==> src/rtl/srg_pkg.sv <==
// ---------------------------------------------------------------------------
// srg_pkg
// Shared types, constants and helpers for the SURF random generator.
// ---------------------------------------------------------------------------
package srg_pkg;

   typedef logic [31:0] word_type;
   typedef logic [1:0]  cmd_type;
   typedef logic [4:0]  index_type;

   localparam int SEED_WORDS = 32;
   localparam int CTR_WORDS  = 12;
   localparam int MIX_WORDS  = 12;
   localparam int OUT_WORDS  = 8;
   localparam int ROUNDS     = 16;

   // seed slices: key words, counter whitening words, output start words
   localparam int SEED_CTR_BASE = 12;
   localparam int SEED_OUT_BASE = 24;
   // mixing words folded into the output after each pass
   localparam int MIX_OUT_BASE  = 4;

   localparam word_type GOLDEN_STEP = 32'h9E37_79B9;

   localparam cmd_type CMD_LOAD_SEED = 2'd0;
   localparam cmd_type CMD_LOAD_CTR  = 2'd1;
   localparam cmd_type CMD_GENERATE  = 2'd2;

   // rotate left by 5, 7, 9, 13 in turn
   function automatic word_type rotl_step(word_type v, logic [1:0] sel);
      word_type r;
      case (sel)
         2'd0:    r = {v[26:0], v[31:27]};
         2'd1:    r = {v[24:0], v[31:25]};
         2'd2:    r = {v[22:0], v[31:23]};
         default: r = {v[18:0], v[31:19]};
      endcase
      return r;
   endfunction

endpackage

==> src/rtl/srg_req_if.sv <==
// ---------------------------------------------------------------------------
// srg_req_if
// Request channel: command, word index and load value.
// ---------------------------------------------------------------------------
interface srg_req_if
   import srg_pkg::*;
();
   logic      valid;
   logic      ready;
   cmd_type   cmd;
   index_type word_index;
   word_type  word_value;

   modport source (output valid, output cmd, output word_index, output word_value,
                   input ready);
   modport sink   (input valid, input cmd, input word_index, input word_value,
                   output ready);
endinterface

==> src/rtl/srg_rsp_if.sv <==
// ---------------------------------------------------------------------------
// srg_rsp_if
// Response channel: one generated word and its last flag.
// ---------------------------------------------------------------------------
interface srg_rsp_if
   import srg_pkg::*;
();
   logic     valid;
   logic     ready;
   word_type out_word;
   logic     word_last;

   modport source (output valid, output out_word, output word_last, input ready);
   modport sink   (input valid, input out_word, input word_last, output ready);
endinterface

==> src/rtl/surf_random_generator_unit.sv <==
// ---------------------------------------------------------------------------
// surf_random_generator_unit
// SURF keyed random generator with a single shared add-xor-rotate unit.
// ---------------------------------------------------------------------------
// Load transactions (seed word, counter word) leave the block ready and
// give no response; a counter load with an index above 11 is dropped. A
// generate transaction whitens the counter with the seed, then runs the
// mixing unit once per step for 2 passes x 16 rounds x 12 steps,
// each step depending on the chain value of the one before. A fold state
// follows each pass, then the eight words leave one per response
// transaction, the last one flagged. The block takes no request until the
// eighth word has gone.
// ---------------------------------------------------------------------------
module surf_random_generator_unit
   import srg_pkg::*;
(
   input  logic      clock,
   input  logic      reset,
   srg_req_if.sink   req,
   srg_rsp_if.source rsp
);

   localparam logic [1:0] ST_IDLE = 2'd0;
   localparam logic [1:0] ST_MIX  = 2'd1;
   localparam logic [1:0] ST_FOLD = 2'd2;
   localparam logic [1:0] ST_OUT  = 2'd3;

   localparam logic [3:0] STEP_LAST  = 4'(MIX_WORDS - 1);
   localparam logic [3:0] ROUND_LAST = 4'(ROUNDS - 1);
   localparam logic [2:0] OUT_LAST   = 3'(OUT_WORDS - 1);

   logic [1:0] state_ff, state_in;
   logic [3:0] step_ff, step_in;
   logic [3:0] round_ff, round_in;
   logic       pass_ff, pass_in;
   logic [2:0] ocnt_ff, ocnt_in;

   word_type seed_ff [SEED_WORDS];
   word_type seed_in [SEED_WORDS];
   word_type ctr_ff  [CTR_WORDS];
   word_type ctr_in  [CTR_WORDS];
   word_type mix_ff  [MIX_WORDS];
   word_type mix_in  [MIX_WORDS];
   word_type out_ff  [OUT_WORDS];
   word_type out_in  [OUT_WORDS];
   word_type chain_ff, chain_in;
   word_type sum_ff, sum_in;

   logic     req_fire, rsp_fire;
   word_type step_a, step_b, step_new;

   assign req_fire = req.valid && req.ready;
   assign rsp_fire = rsp.valid && rsp.ready;

   assign req.ready     = (state_ff == ST_IDLE);
   assign rsp.valid     = (state_ff == ST_OUT);
   assign rsp.out_word  = out_ff[0];
   assign rsp.word_last = (ocnt_ff == OUT_LAST);

   // shared mixing unit: head of the mixing line is the word being updated
   assign step_a   = (chain_ff ^ seed_ff[{1'b0, step_ff}]) + sum_ff;
   assign step_b   = rotl_step(chain_ff, step_ff[1:0]);
   assign step_new = mix_ff[0] + (step_a ^ step_b);

   always_comb begin
      state_in = state_ff;
      step_in  = step_ff;
      round_in = round_ff;
      pass_in  = pass_ff;
      ocnt_in  = ocnt_ff;
      seed_in  = seed_ff;
      ctr_in   = ctr_ff;
      mix_in   = mix_ff;
      out_in   = out_ff;
      chain_in = chain_ff;
      sum_in   = sum_ff;

      unique case (state_ff)
         ST_IDLE: begin
            if (req_fire) begin
               case (req.cmd)
                  CMD_LOAD_SEED: seed_in[req.word_index] = req.word_value;
                  CMD_LOAD_CTR: begin
                     if (req.word_index < 5'(CTR_WORDS))
                        ctr_in[req.word_index[3:0]] = req.word_value;
                  end
                  CMD_GENERATE: begin
                     for (int i = 0; i < MIX_WORDS; i++)
                        mix_in[i] = ctr_ff[i] ^ seed_ff[SEED_CTR_BASE + i];
                     for (int i = 0; i < OUT_WORDS; i++)
                        out_in[i] = seed_ff[SEED_OUT_BASE + i];
                     chain_in = ctr_ff[MIX_WORDS-1] ^ seed_ff[SEED_CTR_BASE + MIX_WORDS - 1];
                     // sum already advanced for the first round
                     sum_in   = GOLDEN_STEP;
                     step_in  = '0;
                     round_in = '0;
                     pass_in  = 1'b0;
                     state_in = ST_MIX;
                  end
                  default: ;
               endcase
            end
         end

         ST_MIX: begin
            for (int i = 0; i < MIX_WORDS - 1; i++)
               mix_in[i] = mix_ff[i+1];
            mix_in[MIX_WORDS-1] = step_new;
            chain_in = step_new;
            if (step_ff == STEP_LAST) begin
               step_in = '0;
               sum_in  = sum_ff + GOLDEN_STEP;
               if (round_ff == ROUND_LAST) begin
                  round_in = '0;
                  state_in = ST_FOLD;
               end else begin
                  round_in = round_ff + 4'd1;
               end
            end else begin
               step_in = step_ff + 4'd1;
            end
         end

         ST_FOLD: begin
            for (int i = 0; i < OUT_WORDS; i++)
               out_in[i] = out_ff[i] ^ mix_ff[MIX_OUT_BASE + i];
            if (pass_ff) begin
               ctr_in[0]  = ctr_ff[0] + 32'd1;
               ctr_in[5]  = ctr_ff[5] + 32'd1;
               ctr_in[11] = ctr_ff[11] + 32'd1;
               ocnt_in    = '0;
               state_in   = ST_OUT;
            end else begin
               pass_in  = 1'b1;
               state_in = ST_MIX;
            end
         end

         ST_OUT: begin
            if (rsp_fire) begin
               for (int i = 0; i < OUT_WORDS - 1; i++)
                  out_in[i] = out_ff[i+1];
               ocnt_in = ocnt_ff + 3'd1;
               if (ocnt_ff == OUT_LAST)
                  state_in = ST_IDLE;
            end
         end

         default: state_in = ST_IDLE;
      endcase
   end

   always_ff @(posedge clock) begin
      if (reset) begin
         state_ff <= ST_IDLE;
         step_ff  <= '0;
         round_ff <= '0;
         pass_ff  <= 1'b0;
         ocnt_ff  <= '0;
         for (int i = 0; i < SEED_WORDS; i++)
            seed_ff[i] <= '0;
         for (int i = 0; i < CTR_WORDS; i++)
            ctr_ff[i] <= '0;
      end else begin
         state_ff <= state_in;
         step_ff  <= step_in;
         round_ff <= round_in;
         pass_ff  <= pass_in;
         ocnt_ff  <= ocnt_in;
         seed_ff  <= seed_in;
         ctr_ff   <= ctr_in;
      end
   end

   // working words are always rebuilt at the start of a generate
   always_ff @(posedge clock) begin
      mix_ff   <= mix_in;
      out_ff   <= out_in;
      chain_ff <= chain_in;
      sum_ff   <= sum_in;
   end

`ifndef SYNTHESIS
   a_no_overlap: assert property (@(posedge clock) disable iff (reset)
      !(req.ready && rsp.valid))
      else $error("request accepted while responses pending");

   a_gen_start: assert property (@(posedge clock) disable iff (reset)
      (req_fire && req.cmd == CMD_GENERATE)
      |=> (state_ff == ST_MIX && step_ff == 4'd0 && round_ff == 4'd0 && !pass_ff))
      else $error("generate did not start a clean mixing run");

   a_load_stays_ready: assert property (@(posedge clock) disable iff (reset)
      (req_fire && req.cmd != CMD_GENERATE) |=> req.ready)
      else $error("load transaction left the block busy");

   a_last_frees: assert property (@(posedge clock) disable iff (reset)
      (rsp_fire && rsp.word_last) |=> (req.ready && !rsp.valid))
      else $error("block not free after last word");

   a_step_wrap: assert property (@(posedge clock) disable iff (reset)
      (state_ff == ST_MIX && step_ff == STEP_LAST) |=> (step_ff == 4'd0))
      else $error("step counter did not wrap after a round");
`endif

endmodule

==> src/flat_wrapper.sv <==
// flat-port wrapper written by rule: the top's interface ports become plain ports
module surf_random_generator_unit_flat import srg_pkg::*;
  (clock, reset, req_valid, req_cmd, req_word_index, req_word_value, req_ready, rsp_valid, rsp_out_word, rsp_word_last, rsp_ready);
  srg_req_if req_i ();
  srg_rsp_if rsp_i ();
  input  logic clock;
  input  logic reset;
  input wire logic [$bits(req_i.valid)-1:0] req_valid;
  input wire logic [$bits(req_i.cmd)-1:0] req_cmd;
  input wire logic [$bits(req_i.word_index)-1:0] req_word_index;
  input wire logic [$bits(req_i.word_value)-1:0] req_word_value;
  output wire logic [$bits(req_i.ready)-1:0] req_ready;
  output wire logic [$bits(rsp_i.valid)-1:0] rsp_valid;
  output wire logic [$bits(rsp_i.out_word)-1:0] rsp_out_word;
  output wire logic [$bits(rsp_i.word_last)-1:0] rsp_word_last;
  input wire logic [$bits(rsp_i.ready)-1:0] rsp_ready;
  assign req_i.valid = req_valid;
  assign req_i.cmd = req_cmd;
  assign req_i.word_index = req_word_index;
  assign req_i.word_value = req_word_value;
  assign req_ready = req_i.ready;
  assign rsp_valid = rsp_i.valid;
  assign rsp_out_word = rsp_i.out_word;
  assign rsp_word_last = rsp_i.word_last;
  assign rsp_i.ready = rsp_ready;
  surf_random_generator_unit u_core (.clock(clock), .reset(reset), .req(req_i), .rsp(rsp_i));
endmodule
==> config.mk <==
export PLATFORM = sky130hd
export DESIGN_NAME = surf_random_generator_unit_flat
export DESIGN_NICKNAME = d
export VERILOG_FILES = /design/src/rtl/srg_pkg.sv /design/src/rtl/srg_req_if.sv /design/src/rtl/srg_rsp_if.sv /design/src/rtl/surf_random_generator_unit.sv /design/src/flat_wrapper.sv
export SDC_FILE = /design/constraint.sdc
export NUM_CORES = 2
export LEC_CHECK = 0
export ABC_AREA = 1
export BUFFER_PORTS_ARGS = -buffer_cell sky130_fd_sc_hd__buf_4
export CAP_MARGIN = 20
export CELL_PAD_IN_SITES_DETAIL_PLACEMENT = 1
export CELL_PAD_IN_SITES_GLOBAL_PLACEMENT = 1
export CORE_MARGIN = 4
export CORE_UTILIZATION = 44
export DETAILED_ROUTE_END_ITERATION = 16
export PLACE_DENSITY = 0.85
export SYNTH_ARGS = -nofsm -noshare
export SYNTH_HDL_FRONTEND = slang
export SYNTH_SLANG_ARGS = --single-unit
==> constraint.sdc <==
create_clock -name clock -period 21.9 [get_ports clock]
set_input_delay 2.19 -clock clock [delete_from_list [all_inputs] [get_ports clock]]
set_output_delay 2.19 -clock clock [all_outputs]
set_load 0.05 [all_outputs]
==> metrics.md <==
| Metric | Value |
|---|---|
| Status | finished clean |
| Clk_skew | 0.08494 ns |
| Clock sink count | 2,094 |
| Setup violations, final | 0 |
| EDFF count, synth | 672 |
| Via count | 89,501 |
| Critical Path Max Stage Delay | 0.69 ns |
| Final net count | 11,258 |
| Die Span Y | 476.3 um |
| Longest Clk Path Bufs | 3 |
| Hold WC Path Type | flip-flop to flip-flop |
| Setup TNS | 0 ns |
| Syn Inst Count | 11,582 |
| Mean Syn Cell Area | 8.332 um2 |
| CTS root buffer | clkbuf_16 |
| First-pass GRT wire length | 603,700 um |
| Highest Clock Rate | 0.1286 GHz |
| CP endpoint kind | flip-flop |
| Die Area | 226,900 um2 |
| Global Route met2 Usage | 53.18% |
| Most frequent cells in the layout | o21ai_0, a21oi_1, dfxtp_1 |
| Hold WS | 0.4464 ns |
| Tcrit/Tclk final | 35.50% |
| Critical-path maximum fanout | 115 |
| Max-cap violations | 0 |
| Share of cells above drive strength 1 | 6.013% |
| Post-CTS setup buffers | 0 |
| Post_cts resized | 0 |
| Startpoint types | flip-flop |
| Clk pin slew, worst setup/hold paths | 0.06 ns |
| Vias in the first global route | 90,574 |
| H-tree depth | 4 |
| Post-Layout Inst Area | 105,900 um2 |
| Sequential area share after synthesis | 50.41% |
| Initial core utilization | 44.35% |
| Routed Antenna Nets | 0 |
| Grt ovf | 0 |
| Dpl hpwl | 269,100 um |
| GRT Util Overall | 35.29% |
| PortBufs | 77 |
| Post-DR wirelength/cell | 29.44 um |
| Layout area overhead | 9.759% |
| Via/cell ratio | 6.299 |
| Final Hold Viols | 0 |
| Synth Net Count | 11,705 |
| Period minus WS final | 7.774 ns |
| Clock latency at the later pin of the worst-skew pair | 0.92 ns |
| RSZ-0062 raised after global routing | false |
| WL final | 418,300 um |
| Post-Syn Area | 96,510 um2 |
| Rows | 171 |
| GR Util met1 | 44.33% |
| Crit path kind | flip-flop to flip-flop |
| Worst Tran Pin Value | 1.245 ns |
| Synthesized flop and latch total | 2,094 |
| CTS tree | done |
| Ports | 78 |
| Leak pwr | 0.03646 uW |
| Most common cell after layout, fill and taps aside | o21ai_0 |
| Slew Limit Fails | 0 |
| # hold bufs at CTS | 0 |
| Post-synth cell types | 51 |
| Max_slew headroom | 16.10% |
| Slowest cell on crit path | buf_4 |
| Power Dens Cells | 145.8 nW/um2 |
| Drt pass-1 iters | 8 |
| Main flop type after synthesis | dfxtp_1 |
| Busiest grt layer | met2 |
| Post-synth ARST share | 0% |
| Die Wd | 476.3 um |
| GP Congestion | 0.9723 |
| Initial detailed-routing violation count | 11,226 |
| Worst Path Required | 22.45 ns |
| Cts bufs inserted | 219 |
| Fillers | 25,460 |
| Peak VDD IR | 109.5 uV |
| Drc violations | 0 |
| Core area | 217,600 um2 |
| Maximum number of pins on one net before global-route repair | 200 |
| Placed Area | 98,520 um2 |
| Grt met3 use | 8.017% |
| Initial antenna violation count | 48 |
| Synth warnings | 0 |
| Arr. time, crit path | 8.33 ns |
| Final core occ | 48.68% |
-- layout make-up --
cell class                      count  area, um2  share of cell area, %
Sequential cell                  2094      48660                  45.94
Multi-Input combinational cell   7189      39210                  37.01
Clock buffer                      338       6421                  6.062
Inverter                         1402       5306                  5.010
Tap cell                         2854       3571                  3.371
Timing Repair Buffer              229       1826                  1.723
Clock inverter                     74      859.6                 0.8115
Antenna cell                       29      72.57                0.06851
-- flip-flops by register name, summed over array words and instances (netlist names) --
signal               cells
u_core.step_ff           4
u_core.out_ff          224
u_core.round_ff          4
u_core.seed_ff        1024
u_core.state_ff          2
u_core.ocnt_ff           3
u_core.mix_ff          384
u_core.pass_ff           1
u_core.ctr_ff          384
u_core.sum_ff           32
u_core.rsp.out_word     32
-- where the power goes --
| group | internal [uW] | total, uW | switching, uW |
|---|---|---|---|
| Clock | 2130 | 3820 | 1690 |
| Sequential | 4870 | 5580 | 709 |
| Combinational | 1730 | 6040 | 4310 |
-- per-stage QoR --
stage               instances  worst slack, ns  power, uW
floorplan               11582            3.216       9264
global placement        13759            14.15      11410
detailed placement      13764            14.15      11490
CTS                     14176            14.17      15300
global route            14183            13.43      16120
finish                  14209            14.13      15440
-- synth_stat cells, drive strengths merged, types with 15 or more instances --
cell       n  area (um2)
a31oi     71       444.2
a221oi    16       140.1
a211oi   327        2705
o211ai    79       593.1
xor2     126        1104
edfxtp   672       20180
dfxtp   1422       28470
clkbuf   792        2973
nand3    228        1141
a21oi   1470        7357
a221o     41       410.4
nor3      59       366.6
o221ai   104       910.9
nand2    921        3457
nand4     35       219.0
nor2     858        3231
ha        78       975.9
nor4      16       130.1
buf      105       586.8
o22ai    157       982.2
o21ai   2103       10530
nand3b    15       112.6
xnor2    437        3827
inv     1391        5221
-- critical path, delay by kind of cell (launching register included) --
family / cells / cell delay (ns)
flip-flops: 1 / 0.51
XOR/XNOR: 1 / 0.20
buffers and inverters: 4 / 1.94
AO/OA/AOI/OAI: 11 / 1.92
adder cells (fa/ha/maj): 3 / 1.02
AND/OR/NAND/NOR: 11 / 1.77
-- routing by layer --
| layer | routed length (um) | share of wire, % | up-vias |
|---|---|---|---|
| met2 | 180600 | 43 | 4799 |
| met4 | 35500 | 8.5 | 34 |
| met1 | 159600 | 38 | 44723 |
| met3 | 42360 | 10 | 1357 |
| met5 | 233 | 0.056 | - |
| li1 | - | - | 38588 |
-- kinds of logic after synthesis --
| family | count (synthesis) | share of synthesized area (%) |
|---|---|---|
| AOI/OAI and AO/OA | 4408 | 25.28 |
| buffers and inverters | 2299 | 9.142 |
| and+or+nand+nor | 2138 | 9.011 |
| DFF | 2094 | 50.41 |
| xor gates and xnor gates | 563 | 5.110 |
| adders and majority gates | 80 | 1.053 |
-- worst paths after layout --
check	from	to	slack [ns]	cells after the start
max	u_core.step_ff[0]	u_core.mix_ff[22]	14.13	30
min	u_core.seed_ff[737]	u_core.seed_ff[737]	0.45	2
max reg2reg	u_core.step_ff[0]	u_core.mix_ff[22]	14.13	30
min reg2reg	u_core.seed_ff[737]	u_core.seed_ff[737]	0.45	2
Power figures use the tool's default switching activity.
